## src/rtl/etf_pkg.sv

```systemverilog
package etf_pkg;

  // Frame geometry
  localparam int PERIOD_W  = 16;
  localparam int DUTY_W    = 8;
  localparam int MANT_W    = 9;
  localparam int EXP_W     = 3;
  localparam int WORD_W    = MANT_W + EXP_W;
  localparam int NIB_W     = 4;
  localparam int FRAME_W   = WORD_W + NIB_W;
  localparam int GCR_SYM_W = 5;
  localparam int GCR_W     = (FRAME_W / NIB_W) * GCR_SYM_W;
  localparam int SLOTS     = GCR_W + 2;
  localparam int SLOT_W    = $clog2(SLOTS);

  localparam logic [SLOT_W-1:0] LAST_SLOT_IDX = SLOT_W'(SLOTS - 1);
  localparam logic [DUTY_W-1:0] HIGH_DUTY_RST = DUTY_W'(160);

  // Queue between encoder and serialiser
  localparam int QDEPTH = 2;
  localparam int QPTR_W = $clog2(QDEPTH);
  localparam int QCNT_W = $clog2(QDEPTH + 1);

  typedef logic [GCR_W-1:0] gcr_word_t;

  // Queue head as seen by the serialiser
  typedef struct packed {
    logic      valid;
    gcr_word_t gcr;
  } etf_head_t;

  // Nibble to 5-bit GCR symbol
  function automatic logic [GCR_SYM_W-1:0] gcr_code(input logic [NIB_W-1:0] nib);
    logic [GCR_SYM_W-1:0] c;
    case (nib)
      4'h0: c = 5'h19;
      4'h1: c = 5'h1B;
      4'h2: c = 5'h12;
      4'h3: c = 5'h13;
      4'h4: c = 5'h1D;
      4'h5: c = 5'h15;
      4'h6: c = 5'h16;
      4'h7: c = 5'h17;
      4'h8: c = 5'h1A;
      4'h9: c = 5'h09;
      4'hA: c = 5'h0A;
      4'hB: c = 5'h0B;
      4'hC: c = 5'h1E;
      4'hD: c = 5'h0D;
      4'hE: c = 5'h0E;
      4'hF: c = 5'h0F;
      default: c = 5'h0F;
    endcase
    return c;
  endfunction

endpackage

```

## src/rtl/erpm_telemetry_frame_encoder.sv

```systemverilog
// Channel   | Valid        | Stall        | Payload
// ----------+--------------+--------------+---------------------
// input     | period_valid | period_stall | period
// output    | slot_valid   | slot_stall   | slot_duty, last_slot
// config    | high_duty_we | -            | high_duty
//
// Each period gives 22 output slots, one per cycle unless slot_stall holds the output;
// the slot serialiser limits the sustained period rate.
// The encoder converts a period in the cycle it is transferred and parks it in a
// two-entry queue, so input stalls only when the queue is full.
// Synchronous reset empties queue and output stage and sets high_duty to 160.
// Output stall freezes the serialiser; frames run back to back with no gap.
module erpm_telemetry_frame_encoder (
  input  logic                           clk,
  input  logic                           rst,
  input  logic                           high_duty_we,
  input  logic [etf_pkg::DUTY_W-1:0]     high_duty,
  input  logic                           period_valid,
  output logic                           period_stall,
  input  logic [etf_pkg::PERIOD_W-1:0]   period,
  output logic                           slot_valid,
  input  logic                           slot_stall,
  output logic [etf_pkg::DUTY_W-1:0]     slot_duty,
  output logic                           last_slot
);
  import etf_pkg::*;

  logic [DUTY_W-1:0] duty_cfg;
  logic              q_full;
  logic              q_push;
  gcr_word_t         q_data;
  logic              q_pop;
  etf_head_t         q_head;

  // Duty register
  always_ff @(posedge clk) begin
    if (rst) begin
      duty_cfg <= HIGH_DUTY_RST;
    end else if (high_duty_we) begin
      duty_cfg <= high_duty;
    end
  end

  etf_front u_front (
    .period_valid (period_valid),
    .period_stall (period_stall),
    .period       (period),
    .q_full       (q_full),
    .q_push       (q_push),
    .q_data       (q_data)
  );

  etf_queue u_queue (
    .clk       (clk),
    .rst       (rst),
    .push      (q_push),
    .push_data (q_data),
    .full      (q_full),
    .pop       (q_pop),
    .head      (q_head)
  );

  etf_back u_back (
    .clk        (clk),
    .rst        (rst),
    .duty_cfg   (duty_cfg),
    .head       (q_head),
    .pop        (q_pop),
    .slot_valid (slot_valid),
    .slot_stall (slot_stall),
    .slot_duty  (slot_duty),
    .last_slot  (last_slot)
  );

endmodule

```

## src/rtl/etf_queue.sv

```systemverilog
module etf_queue (
  input  logic               clk,
  input  logic               rst,
  input  logic               push,
  input  etf_pkg::gcr_word_t push_data,
  output logic               full,
  input  logic               pop,
  output etf_pkg::etf_head_t head
);
  import etf_pkg::*;

  gcr_word_t          mem [QDEPTH];
  logic [QPTR_W-1:0]  wr_ptr;
  logic [QPTR_W-1:0]  rd_ptr;
  logic [QCNT_W-1:0]  count;

  assign full      = (count == QCNT_W'(QDEPTH));
  assign head.valid = (count != '0);
  assign head.gcr   = mem[rd_ptr];

  // Pointers and fill level
  always_ff @(posedge clk) begin
    if (rst) begin
      wr_ptr <= '0;
      rd_ptr <= '0;
      count  <= '0;
    end else begin
      if (push) wr_ptr <= wr_ptr + 1'b1;
      if (pop)  rd_ptr <= rd_ptr + 1'b1;
      if (push && !pop)      count <= count + 1'b1;
      else if (pop && !push) count <= count - 1'b1;
    end
  end

  // Storage
  always_ff @(posedge clk) begin
    if (push) mem[wr_ptr] <= push_data;
  end

endmodule

```

## src/rtl/etf_front.sv

```systemverilog
module etf_front (
  input  logic                            period_valid,
  output logic                            period_stall,
  input  logic [etf_pkg::PERIOD_W-1:0]    period,
  input  logic                            q_full,
  output logic                            q_push,
  output etf_pkg::gcr_word_t              q_data
);
  import etf_pkg::*;

  logic [EXP_W-1:0]   expo;
  logic [PERIOD_W-1:0] shifted;
  logic [WORD_W-1:0]  word;
  logic [NIB_W-1:0]   chk;
  logic [FRAME_W-1:0] frame;

  // Exponent: shifts needed to fit the period into 9 bits
  always_comb begin
    expo = '0;
    for (int i = MANT_W; i < PERIOD_W; i++) begin
      if (period[i]) expo = EXP_W'(i - MANT_W + 1);
    end
  end

  // Pack, checksum, GCR map
  always_comb begin
    shifted = period >> expo;
    word    = {expo, shifted[MANT_W-1:0]};
    chk     = ~(word[3:0] ^ word[7:4] ^ word[11:8]);
    frame   = {word, chk};
    q_data  = {gcr_code(frame[15:12]), gcr_code(frame[11:8]),
               gcr_code(frame[7:4]),   gcr_code(frame[3:0])};
  end

  // Transfer into the queue whenever there is room
  assign period_stall = q_full;
  assign q_push       = period_valid && !q_full;

endmodule

```

## src/rtl/etf_back.sv

```systemverilog
module etf_back (
  input  logic                         clk,
  input  logic                         rst,
  input  logic [etf_pkg::DUTY_W-1:0]   duty_cfg,
  input  etf_pkg::etf_head_t           head,
  output logic                         pop,
  output logic                         slot_valid,
  input  logic                         slot_stall,
  output logic [etf_pkg::DUTY_W-1:0]   slot_duty,
  output logic                         last_slot
);
  import etf_pkg::*;

  logic              active;
  logic [SLOT_W-1:0] cnt;
  gcr_word_t         sr;
  logic              level;
  logic              advance;
  logic              level_next;

  assign advance    = !slot_valid || !slot_stall;
  assign level_next = level ^ sr[GCR_W-1];
  assign pop        = advance && !active && head.valid;

  // Serialiser: one slot per transfer, next frame follows without a gap
  always_ff @(posedge clk) begin
    if (rst) begin
      active     <= 1'b0;
      slot_valid <= 1'b0;
      cnt        <= '0;
      last_slot  <= 1'b0;
    end else if (advance) begin
      if (active) begin
        slot_valid <= 1'b1;
        if (cnt == LAST_SLOT_IDX) begin
          slot_duty <= '0;
          last_slot <= 1'b1;
          active    <= 1'b0;
        end else begin
          slot_duty <= level_next ? '0 : duty_cfg;
          last_slot <= 1'b0;
          level     <= level_next;
          sr        <= sr << 1;
          cnt       <= cnt + 1'b1;
        end
      end else if (head.valid) begin
        // start level is always low
        slot_valid <= 1'b1;
        slot_duty  <= duty_cfg;
        last_slot  <= 1'b0;
        sr         <= head.gcr;
        level      <= 1'b0;
        cnt        <= SLOT_W'(1);
        active     <= 1'b1;
      end else begin
        slot_valid <= 1'b0;
      end
    end
  end

endmodule

```

## config.mk

```make
export PLATFORM = sky130hd
export DESIGN_NAME = erpm_telemetry_frame_encoder
export DESIGN_NICKNAME = d
export VERILOG_FILES = /design/src/rtl/etf_pkg.sv /design/src/rtl/erpm_telemetry_frame_encoder.sv /design/src/rtl/etf_queue.sv /design/src/rtl/etf_front.sv /design/src/rtl/etf_back.sv
export SDC_FILE = /design/constraint.sdc
export NUM_CORES = 1
export LEC_CHECK = 0
export ABC_AREA = 1
export ABC_CLOCK_PERIOD_IN_PS = 2400
export BUFFER_PORTS_ARGS = -buffer_cell sky130_fd_sc_hd__buf_2
export CELL_PAD_IN_SITES_DETAIL_PLACEMENT = 0
export CELL_PAD_IN_SITES_GLOBAL_PLACEMENT = 2
export CORE_MARGIN = 3
export CORE_UTILIZATION = 37
export DETAILED_ROUTE_END_ITERATION = 6
export HOLD_SLACK_MARGIN = 0.03
export PLACE_DENSITY = 0.85
export REMOVE_ABC_BUFFERS = 1
export SLEW_MARGIN = 20
export SYNTH_ARGS = -nofsm -noshare
export SYNTH_HDL_FRONTEND = slang
export SYNTH_SLANG_ARGS = --single-unit
```

## constraint.sdc

```tcl
create_clock -name clk -period 2.4 [get_ports clk]
set_input_delay 0 -clock clk [delete_from_list [all_inputs] [get_ports clk]]
set_output_delay 0 -clock clk [all_outputs]
set_load 0.005 [all_outputs]
```

* Word level (Yosys, flattened, before mapping)
Memory sizes are Yosys's and may differ from the RTL's. A register that Yosys moved wholly into a read port is not among the register bits.
Cells that the tools add are included.
** Operators by class
- $add $sub $neg :: 5
- Multiply operators :: 0
- Divide/modulo/power cells :: 0
- $lt $le $gt $ge :: 0
- Equality and inequality tests :: 3
- Shifts and indexed selects :: 1
- Mux-type cells :: 32
- Bitwise logic cells :: 5
- Reduce and logical (&&, ||, !) cells :: 19
** Operators with widths (number)
- $mux W20 :: 3
- $mux W8 :: 4
- $shr A16 B3 Y9 :: 1
- $mux W5 :: 3
- $mux W1 :: 14
- $mux W3 :: 4
- $mux W2 :: 4
- $xor A4 B4 Y4 :: 2
- $logic_not A1 Y1 :: 6
- $reduce_and A3 Y1 :: 2
- $reduce_bool A2 Y1 :: 3
- $add A5 B1 Y5 const B :: 1
- $eq A5 B5 Y1 const B :: 1
- $logic_and A1 B1 Y1 :: 5
- $not A4 Y4 :: 1
- $reduce_and A4 Y1 :: 1
- $add A1 B1 Y1 const B :: 2
- $add A2 B1 Y2 const B :: 1
- $eq A2 B2 Y1 const B :: 1
- $ne A2 B2 Y1 const B :: 1
- $reduce_and A2 Y1 :: 1
- $sub A2 B1 Y2 const B :: 1
- $logic_or A1 B1 Y1 :: 1
- $not A1 Y1 :: 1
- $xor A1 B1 Y1 :: 1
** Word-level totals
- Flip-flop bits (word level) :: 49
- Latch bits :: 0
- RAM bits :: 40
- ROM bits :: 320
- Input port bits :: 29
- Output and inout bits :: 11
- Logic and storage cells :: 81
- Memories kept :: 5
** Memory list
- (no name shown) :: words 16, bits a word 5, rd ports 1, clocked after Yosys merged registers in 0, wr ports 0, line etf_pkg.sv:35 : case (nib)
- (no name shown) :: words 16, bits a word 5, rd ports 1, clocked after Yosys merged registers in 0, wr ports 0, line etf_pkg.sv:35
- (no name shown) :: words 16, bits a word 5, rd ports 1, clocked after Yosys merged registers in 0, wr ports 0, line etf_pkg.sv:35
- (no name shown) :: words 16, bits a word 5, rd ports 1, clocked after Yosys merged registers in 0, wr ports 0, line etf_pkg.sv:35
- u_queue.mem :: words 2, bits a word 20, rd ports 1, clocked after Yosys merged registers in 1, wr ports 1, line etf_queue.sv:12 : gcr_word_t mem [QDEPTH];

* Longest topological paths before layout
An unclocked memory read counts as a cell.
- Depth in word-level cells :: 12
- Mapped depth :: 18
- Gate-level depth less buffers :: 18

* Cells and area by module
A second synthesis with hierarchy kept.
** Second synthesis, totals
- Cells, all modules :: 524
- Area, all modules :: 4769.6 um^2
** By module, submodules not included
- etf_queue :: instances 1, cells an instance 95, area each 1750.4 um^2, sequential area each 1301.2 um^2
- etf_back :: instances 1, cells an instance 186, area each 1690.4 um^2, sequential area each 1031.0 um^2
- etf_front :: instances 1, cells an instance 196, area each 1012.2 um^2, sequential area each 0.0 um^2
- erpm_telemetry_frame_encoder :: instances 1, cells an instance 47, area each 316.6 um^2, sequential area each 160.2 um^2

* Worst setup path after synthesis
No wires, ideal clock.
- Path kind :: register to register
- Start point :: reg u_back.active
- End point :: reg u_back.level (enable)
- Library setup time :: 0.399 ns
- Arrival time :: 1.748 ns
- Required time :: 2.001 ns
- Slack :: 0.253 ns
- Cell stages (with the launch flop) :: 5
- Buffers on the path :: 0
- Period minus slack after synthesis :: 2.147 ns
- Path through :: dfxtp_1 -> inv_2 -> a21oi_1 -> o21ai_1 -> nor2_1
** On the way
- Longest elaborated chain between the ends :: 2
- Elaborated cells between the ends (all ways) :: 3
- Those cells by class :: eq/ne (1); reduce/logical (2)
** RTL lines
- start, declared :: line etf_back.sv:14 : logic active;
- start signal, assigned :: line etf_back.sv:28 : active <= 1'b0;
- start signal, assigned :: line etf_back.sv:38 : active <= 1'b0;
- start signal, assigned :: line etf_back.sv:54 : active <= 1'b1;
- $ne A2 B2 Y1 (no source line) or $reduce_bool A2 Y1 (tied branches)
- $reduce_and A4 Y1 (no source line) *
- end signal, assigned :: line etf_back.sv:42 : level <= level_next;
- end, declared :: line etf_back.sv:17 : logic level;
Mark *: on every way between the ends. The rest lies on a longest branch, timed or not.
A chain may end at the register's enable or synchronous reset.

* Final worst setup path
- Start point :: reg u_back.active
- End point :: reg u_back.sr[8] (enable)
** On the way
- Longest elaborated chain between the ends :: 2
- Elaborated cells between the ends (all ways) :: 3
- Those cells by class :: eq/ne (1); reduce/logical (2)
** RTL lines
- $ne A2 B2 Y1 (no source line) or $reduce_bool A2 Y1 (tied branches)
- $reduce_and A4 Y1 (no source line) *
- end signal, assigned :: line etf_back.sv:43 : sr <= sr << 1;
- end signal, assigned :: line etf_back.sv:51 : sr <= head.gcr;
- end, declared :: line etf_back.sv:16 : gcr_word_t sr;
Marks and branches as above.

==> impl_metrics.env <==
export IMPL_status="complete, no violations"
export IMPL_stdcell_area_mm2=0.00510
export IMPL_final_antenna_net_count=0
export IMPL_drt_total_wl_mm=9.00
export IMPL_mostFrequentLayoutCell="nand2_1"
export IMPL_floorplan_initialDensity=0.388
export IMPL_muxShareOfSynthArea=0
export IMPL_fin_cells=675
export IMPL_yosysSeqAreaShare=0.578
export IMPL_grt_usage=0.147
export IMPL_crit_required_ns=2.40
export IMPL_cp_startpoint="u_back.active"
export IMPL_cts_hold_buf=13
export IMPL_ys_seq_elements=90
export IMPL_gr_usage_met3=0.0196
export IMPL_ctsResizeCount=0
export IMPL_timing_rr_start="u_back.active"
export IMPL_power_density_mw_per_mm2=1030
export IMPL_hold_path_class="input port to register"
export IMPL_place_inst=646
export IMPL_reg2regPathDepth=5
export IMPL_fillCellCount=1104
export IMPL_netlist_instances=475
export IMPL_cp_cell_sequence="inv_2 -> a21oi_1 -> o21ai_1 -> nor2_1 -> buf_4"
export IMPL_post_place_ws_ns=0.425
export IMPL_drive_gt1_frac=0.170
export IMPL_finalCriticalPeriod_ns=1.84
export IMPL_placed_area_mm2=0.00465
export IMPL_grt_antenna_before_repair=0
export IMPL_grt_pass1_wl_mm=15.3
export IMPL_clock_fmax_ghz=0.545
export IMPL_grt_met1_usage=0.214
export IMPL_io_buffers=39
export IMPL_synthToLayoutAreaGrowth_pct=18.2
export IMPL_layout_setup_ws_ns=0.565
export IMPL_fin_skew_ns=0.0123
export IMPL_cts_inserted_buffers=9
export IMPL_rsz0062_at_grt="no"
export IMPL_critical_path_startpoint_type="register"
export IMPL_fin_crit_sh=0.765
export IMPL_synth_simple_area_share=0.233
export IMPL_yosys_area_share_xor_xnor=0.00203
export IMPL_synth_top_family_by_area="simple AND/OR/NAND/NOR gates"
export IMPL_yosysUniqueCellTypes=30
export IMPL_path_class="register to register"
export IMPL_leakage_nw=2.14
export IMPL_fp_row_count=38
export IMPL_die_area_mm2=0.0130
export IMPL_root_buffer="clkbuf_16"
export IMPL_core_mm2=0.0111
export IMPL_synth_fa_ha_area_frac=0.00870
export IMPL_dieHeight_um=114
export IMPL_setup_viol=0
export IMPL_drt_iter0_markers=223
export IMPL_clock_sinks=90
export IMPL_slew_headroom=0.539
export IMPL_synth_compound_area_frac=0.109
export IMPL_clk_path_buf_depth=2
export IMPL_hpwl_mm=6.29
export IMPL_finalNetCount=562
export IMPL_dr_pass1_iters=5
export IMPL_die_w_um=114
export IMPL_cts_setup_buffers=0
export IMPL_busiest_layer="met2"
export IMPL_maxCapViolCount=0
export IMPL_layout_cells_most_common_list="94 x nand2_1, 69 x edfxtp_1, 56 x a21oi_1"
export IMPL_ios=40
export IMPL_gp_congestion=0.750
export IMPL_hold_viol=0
export IMPL_cts_tree="yes"
export IMPL_peakVddDrop_v=0.000421
export IMPL_crit_path_max_fanout=21
export IMPL_clk_pin_slew_ns=0.07
export IMPL_multi_input_area_mm2=0.00153
export IMPL_holdPathStages=5
export IMPL_grtUsageMet2=0.226
export IMPL_avgViaCountPerCell=4.92
export IMPL_grt_overflow=0
export IMPL_hold_ws_ns=0.0525
export IMPL_holdCritStartpoint="slot_stall"
export IMPL_clkLatencyLatePin_ns=0.33
export IMPL_syn_area_per_cell_um2=9.08
export IMPL_vias=3321
export IMPL_htree_levels=3
export IMPL_routedWlPerCell_um=13.3
export IMPL_seqCellArea_mm2=0.00249
export IMPL_synth_warning_count=0
export IMPL_cpPeakStageDelay_ns=0.52
export IMPL_slew_viol_final=0
export IMPL_cp_end_kind="register"
export IMPL_grt_max_degree=25
export IMPL_timing_critical_path_slowest_stage_cell="dfxtp_1"
export IMPL_grt_pass1_vias=3159
export IMPL_tightest_slew_ns=0.691
export IMPL_drc=0
export IMPL_cp_arrival_ns=1.84
export IMPL_netlist_area_mm2=0.00431
export IMPL_diodes=0
[path summary, 6_finish.rpt]
kind                             to  slack, ns
hold / removal    u_back.slot_valid       0.05
hold reg to reg         duty_cfg[6]       0.46
setup / recovery       u_back.sr[8]       0.56
setup reg to reg       u_back.sr[8]       0.56
[power breakdown]
part	switching [mW]	internal (mW)
Clock	0.579	0.879
Sequential	0.135	2.21
Combinational	0.974	0.482
[sequential cells by signal, summed over array words and instances, names as in the netlist, 2 cells and up, named ones only]
register and flops:
u_back.sr 20, u_queue.count 2, u_back.cnt 5, duty_cfg 8
u_back.slot_duty 8, u_queue.mem 40
[cell type report]
class	count	area share
Clock buffer	10	0.0491
Clock inverter	6	0.0133
Inverter	53	0.0390
Multi-Input combinational cell	316	0.300
Sequential cell	90	0.489
Tap cell	140	0.0344
Timing Repair Buffer	60	0.0756
[Yosys cell counts, drive strengths merged]
master / instances / share of area
buf: 7 / 0.014
nand3b: 2 / 0.0035
xnor2: 1 / 0.0020
conb: 1 / 0.00087
dfxtp: 21 / 0.097
inv: 53 / 0.046
nor2: 47 / 0.043
nand3: 61 / 0.078
nand4: 2 / 0.0029
o21ai: 26 / 0.030
nor3b: 1 / 0.0017
edfxtp: 69 / 0.48
o211ai: 5 / 0.0087
nor3: 2 / 0.0023
clkbuf: 10 / 0.0087
ha: 3 / 0.0087
a31oi: 1 / 0.0015
nand2: 105 / 0.10
a21oi: 57 / 0.069
nor4: 1 / 0.0015
[per-stage QoR]
| step | util | total power, mW | setup TNS [ns] |
|---|---|---|---|
| 6_report | 0.458 | 5.26 | 0 |
| 5_1_grt | 0.458 | 5.64 | 0 |
| 4_1_cts | 0.458 | 5.34 | 0 |
| 3_5_place_dp | 0.418 | 3.84 | 0 |
| 3_3_place_gp | 0.418 | 3.82 | 0 |
| 2_1_floorplan | - | 3.33 | -5.78 |
[worst max-delay path: cells and delay by family (launching register included)]
kind | cells | cell delay [ns]
buffers and inverters | 2 | 0.37
AO/OA/AOI/OAI | 2 | 0.49
AND/OR/NAND/NOR | 1 | 0.12
flip-flops | 1 | 0.52
[routing by layer]
| layer | share of wire | up-vias |
|---|---|---|
| met5 | 0 | - |
| met4 | 0.010 | 0 |
| met3 | 0.036 | 4 |
| met2 | 0.45 | 68 |
| met1 | 0.50 | 1529 |
| li1 | - | 1720 |
[logic make-up (layout without fill, tap and decap cells)]
kind of cell,count (synthesis),count (layout)
and+or+nand+nor,221,221
DFF,90,90
AOI/OAI and AO/OA,89,89
buffers and inverters,70,129
adders and majority gates,3,3
other,1,2
xor gates and xnor gates,1,1
No activity file was read; power rests on OpenSTA's default activity.
